===== config.mk =====
export PLATFORM = sky130hd
export DESIGN_NAME = imm_store
export DESIGN_NICKNAME = d
export VERILOG_FILES = /design/src/rtl/core/imm_pkg.sv /design/src/rtl/core/imm_store.sv
export SDC_FILE = /design/constraint.sdc
export NUM_CORES = 2
export LEC_CHECK = 0
export ABC_AREA = 1
export BUFFER_PORTS_ARGS = -buffer_cell sky130_fd_sc_hd__buf_4
export CAP_MARGIN = 0
export CORE_MARGIN = 10
export CORE_UTILIZATION = 55
export CTS_BUF_LIST = sky130_fd_sc_hd__clkbuf_2 sky130_fd_sc_hd__clkbuf_4 sky130_fd_sc_hd__clkbuf_8
export CTS_CLUSTER_DIAMETER = 200
export CTS_CLUSTER_SIZE = 40
export DETAILED_ROUTE_END_ITERATION = 8
export PLACE_DENSITY = 0.67
export SETUP_SLACK_MARGIN = 0.1
export SLEW_MARGIN = 20
export SYNTH_ARGS = -nofsm -noshare
export SYNTH_HDL_FRONTEND = slang
export SYNTH_SLANG_ARGS = --single-unit

===== constraint.sdc =====
create_clock -name i_clk -period 14.51 [get_ports i_clk]
set_input_delay 2.902 -clock i_clk [delete_from_list [all_inputs] [get_ports i_clk]]
set_output_delay 2.902 -clock i_clk [all_outputs]
set_load 0.1 [all_outputs]

===== src/rtl/core/imm_pkg.sv =====
package imm_pkg;

    // defaults for the top level parameters
    localparam int DEF_MAX_DIM       = 8;
    localparam int DEF_ELEMENT_WIDTH = 32;

    // fixed field widths
    localparam int ELEM_W      = 32;
    localparam int PROD_W      = 32;
    localparam int IDX_OUT_W   = 3;
    localparam int CFG_W       = 4;
    localparam int CFG_IDX_W   = 2;
    localparam int OPC_W       = 2;
    localparam int OUT_TDATA_W = 40;
    localparam int OUT_PAD_W   = OUT_TDATA_W - PROD_W - 2 * IDX_OUT_W;

    // register indexes
    localparam logic [CFG_IDX_W-1:0] CFG_ROWS_A    = 2'd0;
    localparam logic [CFG_IDX_W-1:0] CFG_INNER_DIM = 2'd1;
    localparam logic [CFG_IDX_W-1:0] CFG_COLS_B    = 2'd2;

    typedef enum logic [OPC_W-1:0] {
        OP_LOAD_A = 2'd0,
        OP_LOAD_B = 2'd1,
        OP_START  = 2'd2
    } t_opcode;

    typedef enum logic [1:0] {
        ST_IDLE,
        ST_RUN,
        ST_DRAIN
    } t_state;

    // tag that travels with a partial sum down the cell chain
    typedef struct packed {
        logic                 vld;
        logic [IDX_OUT_W-1:0] row;
        logic [IDX_OUT_W-1:0] col;
        logic                 last;
    } t_meta;

endpackage


===== src/rtl/core/imm_store.sv =====
module imm_store import imm_pkg::*; #(
    parameter int DEPTH  = DEF_MAX_DIM * DEF_MAX_DIM,
    parameter int ADDR_W = $clog2(DEF_MAX_DIM * DEF_MAX_DIM),
    parameter int DATA_W = DEF_ELEMENT_WIDTH
) (
    input  logic              i_clk,
    input  logic              i_we,
    input  logic [ADDR_W-1:0] i_waddr,
    input  logic [DATA_W-1:0] i_wdata,
    input  logic              i_re,
    input  logic [ADDR_W-1:0] i_raddr,
    output logic [DATA_W-1:0] o_rdata
);

    logic [DATA_W-1:0] r_mem [DEPTH];
    logic [DATA_W-1:0] r_rdata;

    always_ff @(posedge i_clk) begin
        if (i_we) begin
            r_mem[i_waddr] <= i_wdata;
        end
    end

    // registered read, held while the pipeline is stalled
    always_ff @(posedge i_clk) begin
        if (i_re) begin
            r_rdata <= r_mem[i_raddr];
        end
    end

    assign o_rdata = r_rdata;

endmodule


==> impl_results.md <==
- Type of element capturing the critical path: register
- I/O pin cnt: 79
- VDD IR-drop max: 0.08797 mV
- Wire length of the first global-routing pass: 337.7 mm
- Total number of yosys warnings: 0
- Final setup margin: 8.040 ns
- Slew HR: 26.09%
- Sum of routed wire length over all layers: 234.0 mm
- Die height: 408.6 um
- Fin crit share: 44.59%
- Number of optimization iterations in the first detailed-route pass: 7
- FP Rows: 142
- Instance count of the mapped netlist: 6769
- Final hold vios: 0
- CP required: 15.28 ns
- Number of hold buffers added after cts: 0
- Clock insertion delay at the later pin of the skew report: 0.95 ns
- Post-route clock skew: 0.07413 ns
- Max Fanout on Critical Path: 186
- Pin count of the biggest net entering global routing: 216
- Cell area after synthesis: 83060 um^2
- Outcome: finished, final reports clean
- Clock buffer count from CTS: 57
- NumNets Final: 6616
- Count of final setup violators: 0
- Post-cts resize count: 0
- Post-DR wirelength/cell: 27.23 um
- Half-perimeter wire length of the detailed placement result: 116.9 mm
- Worst Hold Class: reg -> reg
- Power per Cell Area: 109.8 nW/um^2
- Via count of the first global-routing pass: 48870
- Setup TNS: 0 ns
- Clock period minus final worst setup slack: 6.470 ns
- CTS H-tree lvls: 2
- Antenna viol nets, final: 0
- Number of vias per cell after detailed routing: 6.206
- Number of distinct standard cells referenced by the synthesized netlist: 15
- Worst-Margin Slew: 1.109 ns
- Clock root buffer: clkbuf_8
- #FFs+latches synth: 2080
- Overall power consumption: 9.464 mW
- Violation count after the first detailed-routing iteration: 8161
- Max-slew violation count: 0
- Post-synthesis sequential area ratio: 75.20%
- Post-CTS Setup Inserts: 0
- Vias post-DR: 53340
- Post-Synthesis Net Count: 6816
- Initial core utilization: 55.39%
- Most common cell after layout, fill and taps aside: nand2_1
- Die outline area: 167000 um^2
- Area growth from synthesis to layout: 3.786%
- Worst slack after detailed placement: 7.262 ns
- Critical path arrival: 7.24 ns
- RD Place Congestion: 0.8520
- LEAKAGE: 29.35 nW
- Longest Clk Path Bufs: 3
- Share of final-layout standard cells stronger than drive strength 1: 4.871%
- Critical Path Source Type: input pin
- Max-Cap Viols: 0
- IO Port Bufs: 78
- Hold Worst Slack: 0.9289 ns
- Final global-route overflow total: 0
- TritonCTS clock tree: built
- Clock transition at path regs: 0.22 ns
- Total track usage: 27.04%
- Post-synthesis area per instance: 12.27 um^2
- Horizontal extent of the die: 408.6 um
- Core Footprint: 150000 um^2
- Critical path class: in -> reg
- Fmax: 0.1546 GHz
- Leading cell types in the layout, fill and taps excluded: nand2_1 (2248), edfxtp_1 (2080), nand3_1 (1907), buf_4 (180), clkbuf_8 (59)
- Drc violations: 0
- Setup repair after global routing missed its margin: no
- Final design area excluding fillers: 86200 um^2
- Number of antenna violations at the first check in global routing: 13
- Total clock sinks: 2080
- Cell area after placement: 85360 um^2
cell type report:
cell class | instances | area, um^2
Clock buffer | 59 | 812.0
Tap cell | 2016 | 2522
Sequential cell | 2080 | 62460
Multi-Input combinational cell | 4228 | 18770
Inverter | 12 | 81.33
Clock inverter | 1 | 7.507
Fill cell | 12030 | 63750
Timing Repair Buffer | 190 | 1528
Antenna cell | 9 | 22.52
worst max-delay path: stages:
cell,delay [ns]
buf_8,0.41
buf_4,0.82
buf_4,0.92
buf_12,0.69
nand2_1,0.11
nand3_1,0.12
nand3_1,0.10
nand3_1,0.13
nand3_1,0.19
nand2_1,0.17
nand2_1,0.20
nand2_1,0.15
registers in the layout (all words and copies together), names as in the netlist:
signal and flops:
r_mem 2048, o_rdata 32
cells in the mapped netlist (all sizes together):
library cell  instances  area, um^2
nand3              1907        9544
buf                 372        1963
clkbuf               77       289.0
nand2              2248        8438
nor2                 56       210.2
nor4                  8       50.05
edfxtp             2080       62460
nand4                 9       56.30
inv                  12       47.55
metal layers:
layer | global-route usage, % | share of wire [%] | wire length, um
met2 | 42.01 | 46 | 107600
met3 | 5.266 | 11 | 26090
met1 | 39.07 | 40 | 93250
met5 | 0 | 0.035 | 81
met4 | 7.593 | 3.0 | 6936
worst paths after layout:
| check | from | to | slack, ns | cells past startpoint |
|---|---|---|---|---|
| setup reg to reg | r_mem[9][5] | o_rdata[5] | 12.50 | 8 |
| setup / recovery | i_raddr[0] | o_rdata[12] | 8.04 | 12 |
| hold reg to reg | r_mem[44][18] | o_rdata[18] | 0.93 | 8 |
| hold / removal | r_mem[44][18] | o_rdata[18] | 0.93 | 8 |
power by group:
| part | internal (mW) | total (mW) | switching, mW |
|---|---|---|---|
| logic | 0.171 | 0.809 | 0.638 |
| clock network | 0.368 | 1.97 | 1.60 |
| registers | 6.66 | 6.69 | 0.0306 |
through the flow:
step,instances,util [%]
after floorplan,6769,-
after global routing,8588,57.47
after detailed placement,8526,56.92
final,8595,57.49
after global placement,8526,56.92
after CTS,8586,57.47
logic make-up (layout without fill, tap and decap cells):
| logic type | after synthesis | in the layout | synth area share (%) |
|---|---|---|---|
| buf+inv | 461 | 262 | 2.769 |
| flops | 2080 | 2080 | 75.20 |
| other cells | 0 | 9 | 0 |
| simple gates | 4228 | 4228 | 22.03 |
(Power assumes the default switching activity.)
