[src/rtl/core/imm_pkg.sv]
package imm_pkg;

    // defaults for the top level parameters
    localparam int DEF_MAX_DIM       = 8;
    localparam int DEF_ELEMENT_WIDTH = 32;

    // fixed field widths
    localparam int ELEM_W      = 32;
    localparam int PROD_W      = 32;
    localparam int IDX_OUT_W   = 3;
    localparam int CFG_W       = 4;
    localparam int CFG_IDX_W   = 2;
    localparam int OPC_W       = 2;
    localparam int OUT_TDATA_W = 40;
    localparam int OUT_PAD_W   = OUT_TDATA_W - PROD_W - 2 * IDX_OUT_W;

    // register indexes
    localparam logic [CFG_IDX_W-1:0] CFG_ROWS_A    = 2'd0;
    localparam logic [CFG_IDX_W-1:0] CFG_INNER_DIM = 2'd1;
    localparam logic [CFG_IDX_W-1:0] CFG_COLS_B    = 2'd2;

    typedef enum logic [OPC_W-1:0] {
        OP_LOAD_A = 2'd0,
        OP_LOAD_B = 2'd1,
        OP_START  = 2'd2
    } t_opcode;

    typedef enum logic [1:0] {
        ST_IDLE,
        ST_RUN,
        ST_DRAIN
    } t_state;

    // tag that travels with a partial sum down the cell chain
    typedef struct packed {
        logic                 vld;
        logic [IDX_OUT_W-1:0] row;
        logic [IDX_OUT_W-1:0] col;
        logic                 last;
    } t_meta;

endpackage

[src/rtl/core/imm_cell.sv]
module imm_cell import imm_pkg::*; #(
    parameter int CELL_IDX = 0,
    parameter int IDX_W    = $clog2(DEF_MAX_DIM)
) (
    input  logic              i_clk,
    input  logic              i_rst_n,
    input  logic              i_en,
    input  logic              i_bc_vld,
    input  logic [IDX_W-1:0]  i_bc_k,
    input  logic [PROD_W-1:0] i_bc_a,
    input  logic [PROD_W-1:0] i_bc_b,
    input  logic [PROD_W-1:0] i_psum,
    input  t_meta             i_meta,
    output logic [PROD_W-1:0] o_psum,
    output t_meta             o_meta
);

    localparam logic [IDX_W-1:0] MY_K = IDX_W'(CELL_IDX);

    logic [PROD_W-1:0] r_prod;
    logic [PROD_W-1:0] r_psum;
    t_meta             r_meta;

    // product only for the inner index owned by this cell, zero otherwise
    always_ff @(posedge i_clk) begin
        if (i_en) begin
            r_prod <= (i_bc_vld && (i_bc_k == MY_K)) ? i_bc_a * i_bc_b : '0;
            r_psum <= i_psum + r_prod;
        end
    end

    always_ff @(posedge i_clk) begin
        if (!i_rst_n) begin
            r_meta <= '0;
        end else if (i_en) begin
            r_meta <= i_meta;
        end
    end

    assign o_psum = r_psum;
    assign o_meta = r_meta;

endmodule

[config.mk]
export PLATFORM = sky130hd
export DESIGN_NAME = imm_cell
export DESIGN_NICKNAME = d
export VERILOG_FILES = /design/src/rtl/core/imm_pkg.sv /design/src/rtl/core/imm_cell.sv
export SDC_FILE = /design/constraint.sdc
export NUM_CORES = 1
export LEC_CHECK = 0
export ABC_AREA = 1
export ABC_CLOCK_PERIOD_IN_PS = 6400
export BUFFER_PORTS_ARGS = -buffer_cell sky130_fd_sc_hd__buf_2
export CAP_MARGIN = 20
export CORE_MARGIN = 2
export CORE_UTILIZATION = 49
export DETAILED_ROUTE_END_ITERATION = 12
export PLACE_DENSITY = 0.7
export SLEW_MARGIN = 10
export SYNTH_ARGS = -nofsm -noshare
export SYNTH_HDL_FRONTEND = slang
export SYNTH_SLANG_ARGS = --single-unit
[constraint.sdc]
create_clock -name i_clk -period 6.4 [get_ports i_clk]
set_input_delay 0 -clock i_clk [delete_from_list [all_inputs] [get_ports i_clk]]
set_output_delay 0 -clock i_clk [all_outputs]
set_load 0.01 [all_outputs]
==> results of run 1 <==
[area by class of cell]
type	count	area, sq um	area share [%]
clock buffer	11	264	1.16
clock inverter	5	41.3	0.181
inverter	788	2960	13.0
multi-input combinational	1710	15200	66.6
sequential	72	2080	9.12
tap	539	674	2.95
timing repair buffer	252	1620	7.08
[critical path, delay by kind of cell]
kind	cells	cell delay, ns
compound gates	1	0.24
simple gates	7	0.81
buf+inv	8	0.80
fa+ha+maj	9	4.28
[layer usage]
metal / track usage, % / wire [microns]
met5: 0 / 0
met4: 9.88 / 2070
met1: 30.7 / 21300
met3: 3.11 / 3070
met2: 46.5 / 27200
[state kept, by name, summed over array words and instances, names as in the netlist]
| signal | count |
|---|---|
| r_prod | 32 |
| o_psum | 32 |
| o_meta | 8 |
[final timing paths]
| check | end | depth (start not counted) |
|---|---|---|
| setup reg to reg | o_psum[31] | 13 |
| setup / recovery | r_prod[31] | 25 |
| hold / removal | o_psum[31] | 4 |
| hold reg to reg | o_psum[0] | 1 |
[Yosys cell counts, types with 2 or more instances]
cell and instances:
buf_1 9, clkbuf_1 73, nand2_2 7, nand2_1 725, nor4_1 3, nor2_2 2
a31oi_1 8, o21bai_1 3, nor2_1 84, o21ai_0 49, a21o_1 8, o21a_1 9
buf_2 11, inv_1 788, buf_6 6, nor3_1 12, nand3_1 61, dfxtp_1 8
a21oi_2 7, a21oi_1 94, o221ai_1 3, xor2_1 20, xnor2_1 17, edfxtp_1 64
ha_1 154, clkbuf_2 3, nand4_1 7, fa_1 409, nand3b_1 7, o21ai_1 5
o21ai_2 2, buf_4 9
[metrics by stage]
| step | TNS [ns] | setup WS, ns |
|---|---|---|
| 2_1_floorplan | 0 | 0.174 |
| 3_3_place_gp | 0 | 0.0206 |
| 3_5_place_dp | -0.0707 | -0.0344 |
| 4_1_cts | 0 | 0.327 |
| 6_report | 0 | 0.351 |
| 5_1_grt | -0.00673 | -0.00673 |
[layout by cell type (no fill, tap or decap), types with 61 or more instances in the layout]
cell type	count
nor2_1	83
nand2_1	725
a21oi_1	93
ha_1	154
buf_2	147
edfxtp_1	64
nand3_1	61
fa_1	409
inv_1	788
buf_4	81
[timing repair]
action                                  4_1_cts  5_1_grt
hold buffers                                 17        0
endpoints found under the setup margin        0        5
hold endpoints to repair                      9        0
resized for setup                             0        7
[cells by family after synthesis]
logic type	count (synthesis)	share of synthesized area (%)
buffers and inverters	899	16.7
xor gates and xnor gates	37	1.56
AOI/OAI and AO/OA	198	5.49
adders and majority gates	563	48.8
DFF	72	10.0
and+or+nand+nor	912	17.4
==> flow_metrics.env, run 1 <==
export IMPL_status="finished clean"
export IMPL_dp_cells=3344
export IMPL_core_sq_um=41900
export IMPL_fp_dieH_microns=210
export IMPL_hold_ws_ns=0.127
export IMPL_worst_slew_pin_slew_ns=0.841
export IMPL_htreeDepth=3
export IMPL_cpMostUsedCell="fa_1"
export IMPL_hold_class="in2reg"
export IMPL_post_drt_wl_per_cell_microns=15.9
export IMPL_syn_to_final_growth_pct=10.1
export IMPL_fillers=3899
export IMPL_netlist_top_cells_area="fa_1, inv_1, nand2_1, ha_1, edfxtp_1"
export IMPL_syn_inst=2681
export IMPL_max_freq_mhz=165
export IMPL_ys_seq_area_share_pct=10.0
export IMPL_period_share_pct=94.5
export IMPL_drive_gt1_share_pct=9.80
export IMPL_cp_required_ns=6.49
export IMPL_synth_edf_count=64
export IMPL_viasPerCell=5.04
export IMPL_setup_viol=0
export IMPL_initial_utilization_pct=49.5
export IMPL_ys_ff_latch=72
export IMPL_ios=151
export IMPL_synth_top_area_share_pct=39.5
export IMPL_min_from="i_psum[31]"
export IMPL_dr_pass1_iters=5
export IMPL_clk_path_buf_depth=2
export IMPL_dp_hpwl_microns=46200
export IMPL_drv_cap=0
export IMPL_grt_max_degree=74
export IMPL_wl_microns=53600
export IMPL_critPathLaunch="i_bc_b[2]"
export IMPL_ys_warn_count=0
export IMPL_dieArea_sq_um=44000
export IMPL_crit_path_end_kind="flop"
export IMPL_layout_cells_non_filler=3377
export IMPL_postRouteAntennaNets=0
export IMPL_fp_row_count=75
export IMPL_cts_root_buffer="clkbuf_16"
export IMPL_yosys_most_used_dff="edfxtp_1"
export IMPL_synth_cell_types=46
export IMPL_cts_sinks=72
export IMPL_slew_viol_final=0
export IMPL_vias=17032
export IMPL_clk_latency_ns=0.34
export IMPL_r2r_start="r_prod[2]"
export IMPL_syn_nets=3355
export IMPL_cts_buffers=9
export IMPL_start_kind="input port"
export IMPL_critPathMaxFanout=10
export IMPL_place_area_sq_um=22300
export IMPL_drc=0
export IMPL_diodes=0
export IMPL_grt_pass1_wl_microns=89300
export IMPL_slew_headroom_pct=43.9
export IMPL_finalHoldViolations=0
export IMPL_grt_total_usage_pct=25.5
export IMPL_fin_crit_ns=6.05
export IMPL_syn_area_per_cell_sq_um=7.73
export IMPL_cts_reportedPaths_clkPinSlew_ns=0.07
export IMPL_crit_type="in2reg"
export IMPL_postCtsSetupBuffers=0
export IMPL_grt_pass1_vias=18450
export IMPL_synthArstFlopShare_pct=0
export IMPL_arrival_ns=6.14
export IMPL_grt_overflow_total=0
export IMPL_post_route_util_pct=54.6
export IMPL_slowest_delay_ns=0.55
export IMPL_fin_area_sq_um=22800
export IMPL_yosys_area_top_type="fa_1"
export IMPL_skew_ns=0.0122
export IMPL_final_net_count=3507
export IMPL_slowest_stage="fa_1"
export IMPL_die_w_microns=210
export IMPL_syn_area_sq_um=20700
export IMPL_gp_congestion=0.951
export IMPL_drt_iter0_markers=1025
export IMPL_cts_tree="built"
export IMPL_port_buffers=150
export IMPL_antenna_found_initial=0
export IMPL_ff2ff_setup_slack_ns=3.99
Power of run 1 is not shown: default switching activity piles up to over one toggle a cycle in this logic, so the estimate is an artifact.
==> run 2, diff against run 1 <==
--- a/config.mk
+++ b/config.mk
@@ -13,7 +13,7 @@
 export CORE_UTILIZATION = 49
 export DETAILED_ROUTE_END_ITERATION = 12
 export PLACE_DENSITY = 0.7
-export SLEW_MARGIN = 10
+export SLEW_MARGIN = 40
 export SYNTH_ARGS = -nofsm -noshare
 export SYNTH_HDL_FRONTEND = slang
 export SYNTH_SLANG_ARGS = --single-unit
==> constraint.sdc (replaced) <==
create_clock -name i_clk -period 6.4 [get_ports i_clk]
set_input_delay 0 -clock i_clk [delete_from_list [all_inputs] [get_ports i_clk]]
set_output_delay 0 -clock i_clk [all_outputs]
set_load 0.05 [all_outputs]
==> flow_metrics.env, run 2 (synthesis gave the netlist of run 1 again) <==
export IMPL_start_kind="input port"
export IMPL_drt_iter0_markers=1012
export IMPL_slew_viol_final=0
export IMPL_wl_microns=53600
export IMPL_post_place_ws_ns=-0.0344
export IMPL_syn_to_final_growth_pct=10.2
export IMPL_post_drt_wl_per_cell_microns=15.9
export IMPL_vias=17059
export IMPL_period_share_pct=95.0
export IMPL_worst_slew_pin_slew_ns=0.771
export IMPL_slowest_delay_ns=0.55
export IMPL_met1_length_microns=21200
export IMPL_fin_crit_ns=6.08
export IMPL_crit_type="in2reg"
export IMPL_critPathTopFamily="adder cells"
export IMPL_diodes=0
export IMPL_ios=151
export IMPL_max_freq_mhz=164
export IMPL_slew_headroom_pct=48.6
export IMPL_cp_required_ns=6.56
export IMPL_hold_class="in2reg"
export IMPL_drc=0
export IMPL_wl_met3_microns=3140
export IMPL_cpMostUsedCell="fa_1"
export IMPL_final_net_count=3507
export IMPL_clk_latency_ns=0.34
export IMPL_r2r_start="r_prod[2]"
export IMPL_cts_root_buffer="clkbuf_16"
export IMPL_hold_depth=4
export IMPL_cts_tree="built"
export IMPL_grt_pass1_vias=18450
export IMPL_dieArea_sq_um=44000
export IMPL_hold_ws_ns=0.127
export IMPL_grt_pass1_wl_microns=89300
export IMPL_setup_ws_ns=0.319
export IMPL_reg2reg_depth=13
export IMPL_holdPathEnd="o_psum[31]"
export IMPL_skew_ns=0.0130
export IMPL_critPathMaxFanout=15
export IMPL_final_common_cell="inv_1"
export IMPL_drive_gt1_share_pct=9.80
export IMPL_rr_endpoint="o_psum[31]"
export IMPL_dr_pass1_iters=7
export IMPL_grt_overflow_total=0
export IMPL_die_w_microns=210
export IMPL_arrival_ns=6.24
export IMPL_critPathLaunch="i_bc_b[2]"
export IMPL_postRouteAntennaNets=0
export IMPL_slowest_stage="fa_1"
export IMPL_postCtsSetupBuffers=0
export IMPL_htreeDepth=3
export IMPL_core_sq_um=41900
export IMPL_viasPerCell=5.05
export IMPL_dr_wl_met2_microns=27200
export IMPL_port_buffers=150
export IMPL_gp_congestion=0.951
export IMPL_fp_row_count=75
export IMPL_ff2ff_setup_slack_ns=3.99
export IMPL_finalSetupTns_ns=0
export IMPL_clk_path_buf_depth=2
export IMPL_cts_buffers=9
export IMPL_antenna_found_initial=0
export IMPL_dp_hpwl_microns=46200
export IMPL_min_from="i_psum[31]"
export IMPL_grt_max_degree=74
export IMPL_top_layer_used="met4"
export IMPL_cts_sinks=72
export IMPL_crit_path_end_kind="flop"
export IMPL_final_cell_mix="inv_1, nand2_1, fa_1"
export IMPL_cts_reportedPaths_clkPinSlew_ns=0.06
export IMPL_fp_dieH_microns=210
export IMPL_setup_viol=0
export IMPL_initial_utilization_pct=49.5
export IMPL_drv_cap=0
export IMPL_grt_total_usage_pct=25.5
export IMPL_finalHoldViolations=0
export IMPL_crit_buf_inv=6
export IMPL_status="finished clean"
## run 2: cell counts in the layout (fill, tap and decap cells not counted)
Identical to the previous run, type by type.
## run 2: how the worst max path moves through the flow
| stage | to | cells past startpoint | slack [ns] |
|---|---|---|---|
| 6_report | r_prod[22] | 27 | 0.32 |
| 5_1_grt | r_prod[31] | 25 | -0.007 |
| 4_1_cts | r_prod[31] | 22 | 0.33 |
| 3_5_place_dp | r_prod[31] | 24 | -0.03 |
| 3_3_place_gp | r_prod[31] | 22 | 0.02 |
| 2_1_floorplan | r_prod[27] | 24 | 0.17 |
## run 2: layout make-up
cell class | instances | area [sq um]
Multi-Input combinational cell | 1710 | 15200
Timing Repair Buffer | 252 | 1620
Clock buffer | 11 | 264
Fill cell | 3897 | 19000
Clock inverter | 5 | 41.3
Sequential cell | 72 | 2080
Tap cell | 539 | 674
Inverter | 788 | 2960
## run 2: what timing repair did
| item | CTS | global route |
|---|---|---|
| endpoints found under the setup margin | 0 | 5 |
| gates resized for setup | 0 | 7 |
| endpoints found under the hold margin | 9 | 0 |
| hold buffers | 17 | 0 |
## run 2: layer usage
metal	vias to the layer above	GRT usage, %
met5	-	0
met4	0	9.88
met3	120	3.11
met2	574	46.5
met1	8331	30.7
li1	8034	-
## run 2: through the flow
step	area, sq um	cells	utilization, %
floorplan	20700	2681	-
global placement	22300	3344	53.4
detailed placement	22300	3344	53.4
CTS	22800	3377	54.5
global route	22800	3377	54.6
finish	22800	3377	54.6
## run 2: worst min-delay path, delay by kind of cell
kind	cells	cell delay, ns
simple gates	2	0.12
xor+xnor	1	0.09
buf+inv	1	0.08
Power of run 2 is left out for the same reason.
==> run 3, diff against run 2 <==
--- a/config.mk
+++ b/config.mk
@@ -12,7 +12,7 @@
 export CORE_MARGIN = 2
 export CORE_UTILIZATION = 49
 export DETAILED_ROUTE_END_ITERATION = 12
-export PLACE_DENSITY = 0.7
+export PLACE_DENSITY = 0.68
 export SLEW_MARGIN = 40
 export SYNTH_ARGS = -nofsm -noshare
 export SYNTH_HDL_FRONTEND = slang
==> flow_metrics.env, run 3 (synthesis gave the netlist of run 1 again) <==
export IMPL_status="finished clean"
export IMPL_start_kind="input port"
export IMPL_clk_latency_ns=0.34
export IMPL_final_net_count=3489
export IMPL_hold_class="in2reg"
export IMPL_place_area_sq_um=22200
export IMPL_grt_pass1_vias=18329
export IMPL_crit_type="in2reg"
export IMPL_cts_root_buffer="clkbuf_16"
export IMPL_initial_utilization_pct=49.5
export IMPL_ios=151
export IMPL_grt_max_degree=74
export IMPL_finalSetupTns_ns=0
export IMPL_drt_iter0_markers=1074
export IMPL_period_share_pct=96.3
export IMPL_use_met3_pct=2.93
export IMPL_hold_ws_ns=0.123
export IMPL_slew_headroom_pct=43.5
export IMPL_wl_microns=54500
export IMPL_critPathMaxFanout=8
export IMPL_final_cell_mix="inv_1, nand2_1, fa_1"
export IMPL_diodes=0
export IMPL_worst_slew_pin_slew_ns=0.847
export IMPL_cp_required_ns=6.50
export IMPL_final_common_cell="inv_1"
export IMPL_vias=16979
export IMPL_antenna_found_initial=1
export IMPL_fp_dieH_microns=210
export IMPL_fp_row_count=75
export IMPL_dr_pass1_iters=5
export IMPL_arrival_ns=6.27
export IMPL_cts_buffers=9
export IMPL_grt_total_usage_pct=26.1
export IMPL_fin_area_sq_um=22700
export IMPL_fin_crit_ns=6.17
export IMPL_cts_tree="built"
export IMPL_post_drt_wl_per_cell_microns=16.2
export IMPL_htreeDepth=3
export IMPL_max_freq_mhz=162
export IMPL_drv_cap=0
export IMPL_grt_overflow_total=0
export IMPL_grt_pass1_wl_microns=90900
export IMPL_postRouteAntennaNets=0
export IMPL_dieArea_sq_um=44000
export IMPL_top_usage_layer="met2"
export IMPL_crit_path_end_kind="flop"
export IMPL_finalHoldViolations=0
export IMPL_slew_viol_final=0
export IMPL_use_met2_pct=46.0
export IMPL_core_sq_um=41900
export IMPL_dp_hpwl_microns=46500
export IMPL_met1_usage_pct=32.9
export IMPL_drc=0
export IMPL_cts_sinks=72
export IMPL_skew_ns=0.00883
export IMPL_port_buffers=150
export IMPL_setup_viol=0
export IMPL_cts_reportedPaths_clkPinSlew_ns=0.06
export IMPL_die_w_microns=210
export IMPL_clk_path_buf_depth=2
export IMPL_viasPerCell=5.05
export IMPL_drive_gt1_share_pct=9.18
export IMPL_syn_to_final_growth_pct=9.54
export IMPL_setup_ws_ns=0.234
export IMPL_post_place_ws_ns=-0.245
export IMPL_rsz0062_at_grt="yes"
export IMPL_gp_congestion=0.942
[run 3: per-layer routing]
layer,up-vias,wire length [microns]
met5,-,11
met4,2,2260
met3,128,3240
met2,573,26900
met1,8277,22100
li1,7999,-
[run 3: critical path: stages]
cell,delay [ns]
buf_2,0.17
buf_4,0.20
nand2_1,0.06
inv_1,0.05
fa_1,0.49
fa_1,0.52
inv_1,0.07
fa_1,0.53
inv_1,0.06
fa_1,0.51
inv_1,0.06
fa_1,0.56
fa_1,0.44
fa_1,0.46
fa_1,0.51
inv_1,0.05
ha_1,0.33
a21oi_1,0.22
o21ai_0,0.23
a221oi_2,0.36
o221ai_2,0.19
a21oi_1,0.15
nor2_1,0.06
[run 3: worst paths after layout]
| path | slack [ns] | startpoint | to | depth (start not counted) |
|---|---|---|---|---|
| worst max-delay path | 0.23 | i_bc_a[15] | r_prod[31] | 23 |
| worst min-delay path | 0.12 | i_psum[31] | o_psum[31] | 4 |
| worst max register to register | 3.95 | r_prod[2] | o_psum[31] | 13 |
| worst min register to register | 0.54 | r_prod[0] | o_psum[0] | 1 |
[run 3: per-stage QoR]
| stage | instances | utilization [%] |
|---|---|---|
| 2_1_floorplan | 2681 | - |
| 3_3_place_gp | 3326 | 53.0 |
| 3_5_place_dp | 3326 | 53.0 |
| 4_1_cts | 3359 | 54.1 |
| 5_1_grt | 3359 | 54.3 |
| 6_report | 3359 | 54.3 |
[run 3: cell type report]
type	instances	area [sq um]
well taps	539	674
multi-input cells	1710	15200
flip-flops and latches	72	2080
clock inverters	5	40.0
repair buffers	234	1500
clock buffers	11	254
fillers	3914	19100
inverters	788	2960
[run 3: timing repair]
action,4_1_cts,5_1_grt
resized for setup,0,12
hold endpoints to repair,9,0
setup buffers,0,0
setup endpoints to repair,0,6
hold buffers,17,0
Power of run 3 is left out for the same reason.
